### config.mk
export PLATFORM = sky130hd
export DESIGN_NAME = radix_digit_converter
export DESIGN_NICKNAME = d
export VERILOG_FILES = /design/src/rdc_pkg.sv /design/src/radix_digit_converter.sv /design/src/rdc_ctrl.sv /design/src/rdc_datapath.sv
export SDC_FILE = /design/constraint.sdc
export NUM_CORES = 1
export LEC_CHECK = 0
export ABC_AREA = 1
export BUFFER_PORTS_ARGS = -buffer_cell sky130_fd_sc_hd__buf_2
export CORE_UTILIZATION = 65
export CTS_BUF_LIST = sky130_fd_sc_hd__clkbuf_2 sky130_fd_sc_hd__clkbuf_4 sky130_fd_sc_hd__clkbuf_8
export DETAILED_ROUTE_END_ITERATION = 10
export PLACE_DENSITY_LB_ADDON = 0.05
export SYNTH_ARGS = -nofsm -noshare
export SYNTH_HDL_FRONTEND = slang
export SYNTH_SLANG_ARGS = --single-unit
export TNS_END_PERCENT = 30
### constraint.sdc
create_clock -name clk -period 13.2 [get_ports clk]
set_clock_uncertainty 0.05 [all_clocks]
set_input_delay 1.32 -clock clk [delete_from_list [all_inputs] [get_ports clk]]
set_output_delay 1.32 -clock clk [all_outputs]
set_load 0.02 [all_outputs]
### src/rdc_pkg.sv
`timescale 1ns / 1ps
// ----------------------------------------------------------------------------
// rdc_pkg
// Shared types, constants and helper functions for the radix digit converter.
// ----------------------------------------------------------------------------
package rdc_pkg;

  localparam int VALUE_WIDTH_DEF = 32;
  localparam int MAX_DIGITS_DEF  = 32;

  // quotient bits resolved per divider cycle
  localparam int DIV_STEP = 4;

  localparam int IN_VALUE_W = 32;
  localparam int RADIX_W    = 6;
  localparam int CHAR_W     = 7;

  localparam logic [RADIX_W-1:0] RADIX_MIN = 6'd2;
  localparam logic [RADIX_W-1:0] RADIX_MAX = 6'd36;
  localparam logic [RADIX_W-1:0] DEC_BASE  = 6'd10;
  localparam logic [CHAR_W-1:0]  CHAR_ZERO = 7'd48;
  localparam logic [CHAR_W-1:0]  CHAR_A    = 7'd65;

  typedef struct packed {
    logic [IN_VALUE_W-1:0] value;
    logic [RADIX_W-1:0]    radix;
  } rdc_in_t;

  typedef struct packed {
    logic [CHAR_W-1:0] digit_char;
    logic              last;
  } rdc_out_t;

  typedef struct packed {
    logic load;
    logic div;
    logic store;
    logic read;
    logic emit;
  } rdc_cmd_t;

  typedef struct packed {
    logic div_last;
    logic quo_zero;
    logic store_full;
    logic ptr_zero;
  } rdc_status_t;

  function automatic logic [RADIX_W-1:0] sat_radix(input logic [RADIX_W-1:0] r);
    logic [RADIX_W-1:0] res;
    res = r;
    if (r < RADIX_MIN) begin
      res = RADIX_MIN;
    end else if (r > RADIX_MAX) begin
      res = RADIX_MAX;
    end
    return res;
  endfunction

  function automatic logic [CHAR_W-1:0] digit_ascii(input logic [RADIX_W-1:0] d);
    logic [CHAR_W-1:0] c;
    if (d < DEC_BASE) begin
      c = CHAR_ZERO + CHAR_W'(d);
    end else begin
      c = CHAR_A + CHAR_W'(d - DEC_BASE);
    end
    return c;
  endfunction

endpackage

### src/radix_digit_converter.sv
`timescale 1ns / 1ps
// ----------------------------------------------------------------------------
// radix_digit_converter
// Converts an unsigned value to ASCII digits in base 2..36, most significant
// digit first, flagging the last character of each run.
// ----------------------------------------------------------------------------
//  channel   handshake          payload
//  -------   ----------------   ------------------------------------
//  input     start, busy        operand.value, operand.radix
//  output    strobe             result.digit_char, result.last
//
//  for each digit of an item the shared divider resolves 4 quotient bits a
//  cycle over the whole value, and the remainder is then stored as the
//  digit. busy drops as the last character is strobed, so the next item
//  can be taken in that cycle.
//  synchronous reset clears the sequencer; the receiver cannot stall.
// ----------------------------------------------------------------------------
module radix_digit_converter #(
  parameter int VALUE_WIDTH = rdc_pkg::VALUE_WIDTH_DEF,
  parameter int MAX_DIGITS  = rdc_pkg::MAX_DIGITS_DEF
) (
  input  logic              clk,
  input  logic              rst,
  input  logic              start,
  output logic              busy,
  input  rdc_pkg::rdc_in_t  operand,
  output logic              strobe,
  output rdc_pkg::rdc_out_t result
);
  import rdc_pkg::*;

  rdc_cmd_t    cmd;
  rdc_status_t status;

  rdc_ctrl u_ctrl (
    .clk    (clk),
    .rst    (rst),
    .start  (start),
    .status (status),
    .cmd    (cmd),
    .busy   (busy),
    .strobe (strobe)
  );

  rdc_datapath #(
    .VALUE_WIDTH (VALUE_WIDTH),
    .MAX_DIGITS  (MAX_DIGITS)
  ) u_datapath (
    .clk     (clk),
    .rst     (rst),
    .operand (operand),
    .cmd     (cmd),
    .status  (status),
    .result  (result)
  );

`ifndef SYNTHESIS
  a_accept_busy: assert property (@(posedge clk) disable iff (rst)
    start && !busy |=> busy)
    else $error("busy not raised after item accepted");

  a_last_ends_run: assert property (@(posedge clk) disable iff (rst)
    strobe && result.last |=> !strobe)
    else $error("character strobed after last of run");

  a_run_continues: assert property (@(posedge clk) disable iff (rst)
    strobe && !result.last |=> strobe)
    else $error("digit run broken before last character");

  a_char_range: assert property (@(posedge clk) disable iff (rst)
    strobe |-> ((result.digit_char >= CHAR_ZERO && result.digit_char <= 7'd57) ||
                (result.digit_char >= CHAR_A && result.digit_char <= 7'd90)))
    else $error("digit character out of range");
`endif

endmodule

### src/rdc_ctrl.sv
`timescale 1ns / 1ps
// ----------------------------------------------------------------------------
// rdc_ctrl
// Sequencer: runs the divider once per digit, then reads the digits back
// most significant first and strobes one character per cycle.
// ----------------------------------------------------------------------------
module rdc_ctrl (
  input  logic                 clk,
  input  logic                 rst,
  input  logic                 start,
  input  rdc_pkg::rdc_status_t status,
  output rdc_pkg::rdc_cmd_t    cmd,
  output logic                 busy,
  output logic                 strobe
);
  import rdc_pkg::*;

  typedef enum logic [2:0] {
    ST_IDLE,
    ST_DIV,
    ST_NEXT,
    ST_RD,
    ST_EMIT
  } state_t;

  state_t state;

  always_comb begin
    cmd = '0;
    unique case (state)
      ST_IDLE: cmd.load  = start;
      ST_DIV:  cmd.div   = 1'b1;
      ST_NEXT: cmd.store = 1'b1;
      ST_RD:   cmd.read  = 1'b1;
      ST_EMIT: begin
        cmd.emit = 1'b1;
        cmd.read = !status.ptr_zero;
      end
    endcase
  end

  always_ff @(posedge clk) begin
    if (rst) begin
      state  <= ST_IDLE;
      busy   <= 1'b0;
      strobe <= 1'b0;
    end else begin
      strobe <= (state == ST_EMIT);
      unique case (state)
        ST_IDLE: begin
          if (start) begin
            state <= ST_DIV;
            busy  <= 1'b1;
          end
        end
        ST_DIV: begin
          if (status.div_last) begin
            state <= ST_NEXT;
          end
        end
        ST_NEXT: begin
          // at least one digit is always taken, so zero gives a single '0'
          if (status.quo_zero || status.store_full) begin
            state <= ST_RD;
          end else begin
            state <= ST_DIV;
          end
        end
        ST_RD: state <= ST_EMIT;
        ST_EMIT: begin
          if (status.ptr_zero) begin
            state <= ST_IDLE;
            busy  <= 1'b0;
          end
        end
      endcase
    end
  end

endmodule

### src/rdc_datapath.sv
`timescale 1ns / 1ps
// ----------------------------------------------------------------------------
// rdc_datapath
// Restoring divider (DIV_STEP bits per cycle), digit store and character
// output register.
// ----------------------------------------------------------------------------
module rdc_datapath #(
  parameter int VALUE_WIDTH = rdc_pkg::VALUE_WIDTH_DEF,
  parameter int MAX_DIGITS  = rdc_pkg::MAX_DIGITS_DEF
) (
  input  logic                 clk,
  input  logic                 rst,
  input  rdc_pkg::rdc_in_t     operand,
  input  rdc_pkg::rdc_cmd_t    cmd,
  output rdc_pkg::rdc_status_t status,
  output rdc_pkg::rdc_out_t    result
);
  import rdc_pkg::*;

  localparam int PW     = ((VALUE_WIDTH + DIV_STEP - 1) / DIV_STEP) * DIV_STEP;
  localparam int CHUNKS = PW / DIV_STEP;
  localparam int CW     = $clog2(CHUNKS);
  localparam int AW     = $clog2(MAX_DIGITS);
  localparam int DCW    = $clog2(MAX_DIGITS + 1);
  localparam int XW     = (PW > IN_VALUE_W) ? PW : IN_VALUE_W;

  logic [PW-1:0]      quo;
  logic [RADIX_W-1:0] rem;
  logic [RADIX_W-1:0] base;
  logic [CW-1:0]      chunk;
  logic [DCW-1:0]     count;
  logic [DCW-1:0]     ptr;
  logic [RADIX_W-1:0] rdata;
  logic [RADIX_W-1:0] mem [MAX_DIGITS];

  logic [XW-1:0]      val_x;
  logic [PW-1:0]      val_ext;
  logic [PW-1:0]      q_step;
  logic [RADIX_W-1:0] r_step;
  logic [RADIX_W:0]   trial;
  logic [DCW-1:0]     ptr_m1;

  // keep only the low VALUE_WIDTH bits, zero padded to whole chunks
  always_comb begin
    val_x = XW'(operand.value);
    for (int i = 0; i < PW; i++) begin
      val_ext[i] = (i < VALUE_WIDTH) ? val_x[i] : 1'b0;
    end
  end

  // DIV_STEP restoring steps; dividend shifts out as quotient shifts in
  always_comb begin
    q_step = quo;
    r_step = rem;
    trial  = '0;
    for (int s = 0; s < DIV_STEP; s++) begin
      trial  = {r_step, q_step[PW-1]};
      q_step = {q_step[PW-2:0], 1'b0};
      if (trial >= {1'b0, base}) begin
        r_step    = RADIX_W'(trial - {1'b0, base});
        q_step[0] = 1'b1;
      end else begin
        r_step = trial[RADIX_W-1:0];
      end
    end
  end

  assign ptr_m1 = ptr - DCW'(1);

  assign status.div_last   = (chunk == CW'(CHUNKS - 1));
  assign status.quo_zero   = (quo == '0);
  assign status.store_full = (count == DCW'(MAX_DIGITS - 1));
  assign status.ptr_zero   = (ptr == '0);

  always_ff @(posedge clk) begin
    if (rst) begin
      chunk <= '0;
      count <= '0;
      ptr   <= '0;
    end else begin
      if (cmd.load) begin
        chunk <= '0;
        count <= '0;
      end
      if (cmd.div) begin
        chunk <= chunk + CW'(1);
      end
      if (cmd.store) begin
        chunk <= '0;
        count <= count + DCW'(1);
        ptr   <= count + DCW'(1);
      end
      if (cmd.read) begin
        ptr <= ptr_m1;
      end
    end
  end

  always_ff @(posedge clk) begin
    if (cmd.load) begin
      quo  <= val_ext;
      rem  <= '0;
      base <= sat_radix(operand.radix);
    end
    if (cmd.div) begin
      quo <= q_step;
      rem <= r_step;
    end
    if (cmd.store) begin
      rem <= '0;
    end
    if (cmd.emit) begin
      result.digit_char <= digit_ascii(rdata);
      result.last       <= (ptr == '0);
    end
  end

  // digit store, one write and one registered read per cycle
  always_ff @(posedge clk) begin
    if (cmd.store) begin
      mem[count[AW-1:0]] <= rem;
    end
    if (cmd.read) begin
      rdata <= mem[ptr_m1[AW-1:0]];
    end
  end

endmodule

==> reports/results.tsv <==
stage	metric	value	unit
floorplan	Vert. Die Dim	140.7	um
synthesis	Yosys cell types	48	
setup_path	data arrival time of the worst path	7.23	ns
pwr	switching power total	1.624	mW
synthesis	Yosys warning total	0	
status	outcome	finished clean	
sta	Worst Tran Pin Value	0.9523	ns
grt	vias in the first global route	8358	
floorplan	initial core utilization	66.62	%
sta	setup violators final	0	
setup_path	R2R cell count	39	
clocking	Clk Latency, worst-skew pair	0.54	ns
clocking	Clock transition at path regs	0.06	ns
cells_and_area	area delta synth->final	9.647	%
min_path	Hold Path Depth	1	
floorplan	Core Area	18770	um2
synthesis	Syn Area/Cell	10.96	um2
setup_path	Worst R2R Setup Slack	6.36	ns
placed_design	GP Congestion	0.9387	
cells_and_area	design area	13710	um2
clocking	Hold Buf Count CTS	0	
sta	max frequency	146.2	MHz
sta	Final min period	6.839	ns
setup_path	Slowest-stage cell, CP	edfxtp_1	
setup_path	most used cell, CP	nand2_1	
setup_path	worst r2r dst	u_datapath.rem[4]	
cells_and_area	# diodes	0	
flow_run	max_cap viols	0	
clocking	CTS Buf Count	41	
min_path	worst hold path class	reg -> reg	
grt	first-pass GRT wire length	43.24	mm
drt	drt drc	0	
synthesis	Yosys top cell by area	edfxtp_1	
synthesis	dominant synthesized flop cell	edfxtp_1	
placed_design	Setup WS pre-CTS	6.445	ns
clocking	clock sink count	270	
setup_path	CP peak stage delay	0.54	ns
clocking	Post-CTS Resized	0	
pwr	Sw Share	43.01	%
grt	gr usage total	28.43	%
sta	Final Hold Vio Count	0	
min_path	worst hold path endpoint	u_datapath.chunk[0]	
placed_design	Placed Area	12950	um2
floorplan	Die Area	19800	um2
synthesis	syn_nets	1221	
grt	initial antenna violation count	0	
drt	Detailed Routing Iterations Pass 1	5	
clocking	total setup buffers inserted after CTS	0	
synthesis	most common cell in the netlist	edfxtp_1	
sta	RSZ-0062 raised after global routing	no	
grt	largest net degree at the start of global routing	81	
pwr	Leak	5.136	nW
setup_path	reg2reg start	u_datapath.base[1]	
setup_path	Worst Path Max Fanout	12	
cells_and_area	Multi-input gate area	4154	um2
floorplan	die width	140.7	um
synthesis	Post-Syn Area	12500	um2
pwr	Comb pwr share	52.7	%
placed_design	I/O Buffers	50	
setup_path	Crit. End Element	flip-flop	
setup_path	critical path required time	13.59	ns
synthesis	Post-Synthesis Cells	1141	
sta	setup TNS	0	ns
drt	routed len/inst	18.49	um
synthesis	commonest cells in the netlist	244 x edfxtp_1, 205 x nand2_1, 177 x nor2_1	
synthesis	Async SR Flop Fraction	0	%
setup_path	CP Class	reg -> reg	
drt	Routed Wire Length	26.89	mm
sta	fin. max-slew vios	0	
pwr	Pwr Density	275.4	nW/um2
cells_and_area	Seq. cell area	7851	um2
cells_and_area	layout cells sized above 1	12.79	%
min_path	min-delay src	u_datapath.chunk[0]	
synthesis	EDFF count, synth	244	
setup_path	CP Launch Type	flip-flop	
floorplan	# IOs	51	
drt	DR vias	8555	
floorplan	row count	50	
placed_design	half-perimeter wire length after placement	17.35	mm
sta	fin crit share	51.81	%
pwr	internal power	2.151	mW
pwr	clock network power share	17.3	%
clocking	Max Buffers Root-to-Sink	3	
clocking	Root Driver	clkbuf_8	
cells_and_area	fill count	1341	
synthesis	sequential-to-total area share from yosys stat	62.76	%
clocking	CTS tree	yes	
sta	Slew HR	36.30	%
synthesis	share of the synthesized area in the top cell type	58.60	%
clocking	CTS H-tree lvls	2	
drt	Routed Antenna Nets	0	
sta	fin worst setup slack	6.361	ns
drt	Vias/cell	5.884	
pwr	maximum VDD drop	0.4811	mV
drt	Starting DRT DRC Count	670	
grt	grt ovf	0	
synthesis	largest cells by area after synthesis	edfxtp_1 59%, nand2_1 6.2%, nor2_1 5.3%	
cells_and_area	Final Util	73.05	%
synthesis	flops & latches, synth	270	
pwr	sequential power share	30.0	%
cells_and_area	# nets final	1277	
-- cells by family (layout without fill, tap and decap cells) --
group / Yosys count / in the layout / synth area share [%]
compound gates: 206 / 206 / 10.67
xor+xnor: 24 / 24 / 1.681
fa+ha+maj: 39 / 39 / 4.143
buf+inv: 129 / 208 / 4.033
flops: 270 / 270 / 62.76
mux: 19 / 19 / 1.521
simple gates: 454 / 454 / 15.19
-- how the worst max path moves through the flow --
stage / start / to / slack (ns) / cells past startpoint
final: u_datapath.base[1] / u_datapath.rem[4] / 6.36 / 39
after global routing: u_datapath.base[1] / u_datapath.rem[4] / 5.62 / 39
after CTS: u_datapath.base[1] / u_datapath.rem[5] / 6.45 / 40
after detailed placement: u_datapath.base[1] / u_datapath.quo[0] / 6.45 / 39
after global placement: u_datapath.base[1] / u_datapath.quo[0] / 6.68 / 39
after floorplan: u_datapath.rem[1] / u_datapath.quo[0] / 7.02 / 40
-- power by group through the flow --
stage	clock (mW)	sequential [mW]	combinational, mW
finish	0.654	1.13	1.99
global route	0.698	1.14	2.22
CTS	0.660	1.13	1.97
detailed placement	0	1.15	1.97
global placement	0	1.15	1.93
floorplan	0	1.16	1.55
-- registers in the layout, summed over array words and instances, names as in the netlist --
register and flops:
u_datapath.mem 192, u_datapath.ptr 6, u_datapath.count 6, u_ctrl.busy 1, u_datapath.quo 32, u_ctrl.strobe 1, u_ctrl.state 3, u_datapath.rdata 6
u_datapath.chunk 3, u_datapath.rem 6, u_datapath.result 8, u_datapath.base 6
-- through the flow --
stage | hold slack, ns | instances | power [mW]
global route | 0.4364 | 1454 | 4.058
finish | 0.4085 | 1454 | 3.775
global placement | 0.3996 | 1388 | 3.076
CTS | 0.4102 | 1454 | 3.764
detailed placement | 0.4017 | 1388 | 3.114
floorplan | 0.3821 | 1141 | 2.705
-- worst max-delay path, delay by kind of cell (launching register included) --
kind / cells / cell delay [ns]
fa+ha+maj: 4 / 1.34
buf+inv: 5 / 0.52
flops: 1 / 0.54
compound gates: 12 / 2.22
simple gates: 18 / 2.10
-- area by class of cell --
type,instances,share of cell area [%]
Clock buffer,57,5.084
Clock inverter,9,0.4837
Inverter,78,2.136
Multi-Input combinational cell,742,30.30
Sequential cell,270,57.27
Tap cell,234,2.136
Timing Repair Buffer,64,2.592
-- cell usage in the layout (no fill, tap or decap), types with 3 or more instances in the layout --
cell type  count
mux2i_1       19
inv_1         69
nand2_2        6
nand3_2        4
ha_1          34
xnor2_1       10
a31oi_1       13
a21oi_2        3
clkbuf_8      43
xor2_1        14
nand3_1       31
o211ai_1      17
inv_2          6
buf_4         14
o32ai_1       29
a21oi_1       33
fa_1           4
o21ai_0       65
edfxtp_1     244
nor2_1       177
o221ai_1      19
nand2_1      205
buf_2         50
clkbuf_4      14
clkinv_1       9
o21ai_1       13
nand4_1        9
nor4_1         9
nor3_1         4
dfxtp_1       25
-- metal layers --
metal / global-route usage, % / up-vias / share of wire, % / wire, um
met1: 37.31 / 4045 / 42 / 11400
met4: 10.81 / 0 / 2.7 / 732
li1: - / 4161 / - / -
met5: 0 / - / 0 / 0
met3: 4.688 / 55 / 5.9 / 1581
met2: 47.92 / 294 / 49 / 13170
No activity file was read; power rests on OpenSTA's default activity.
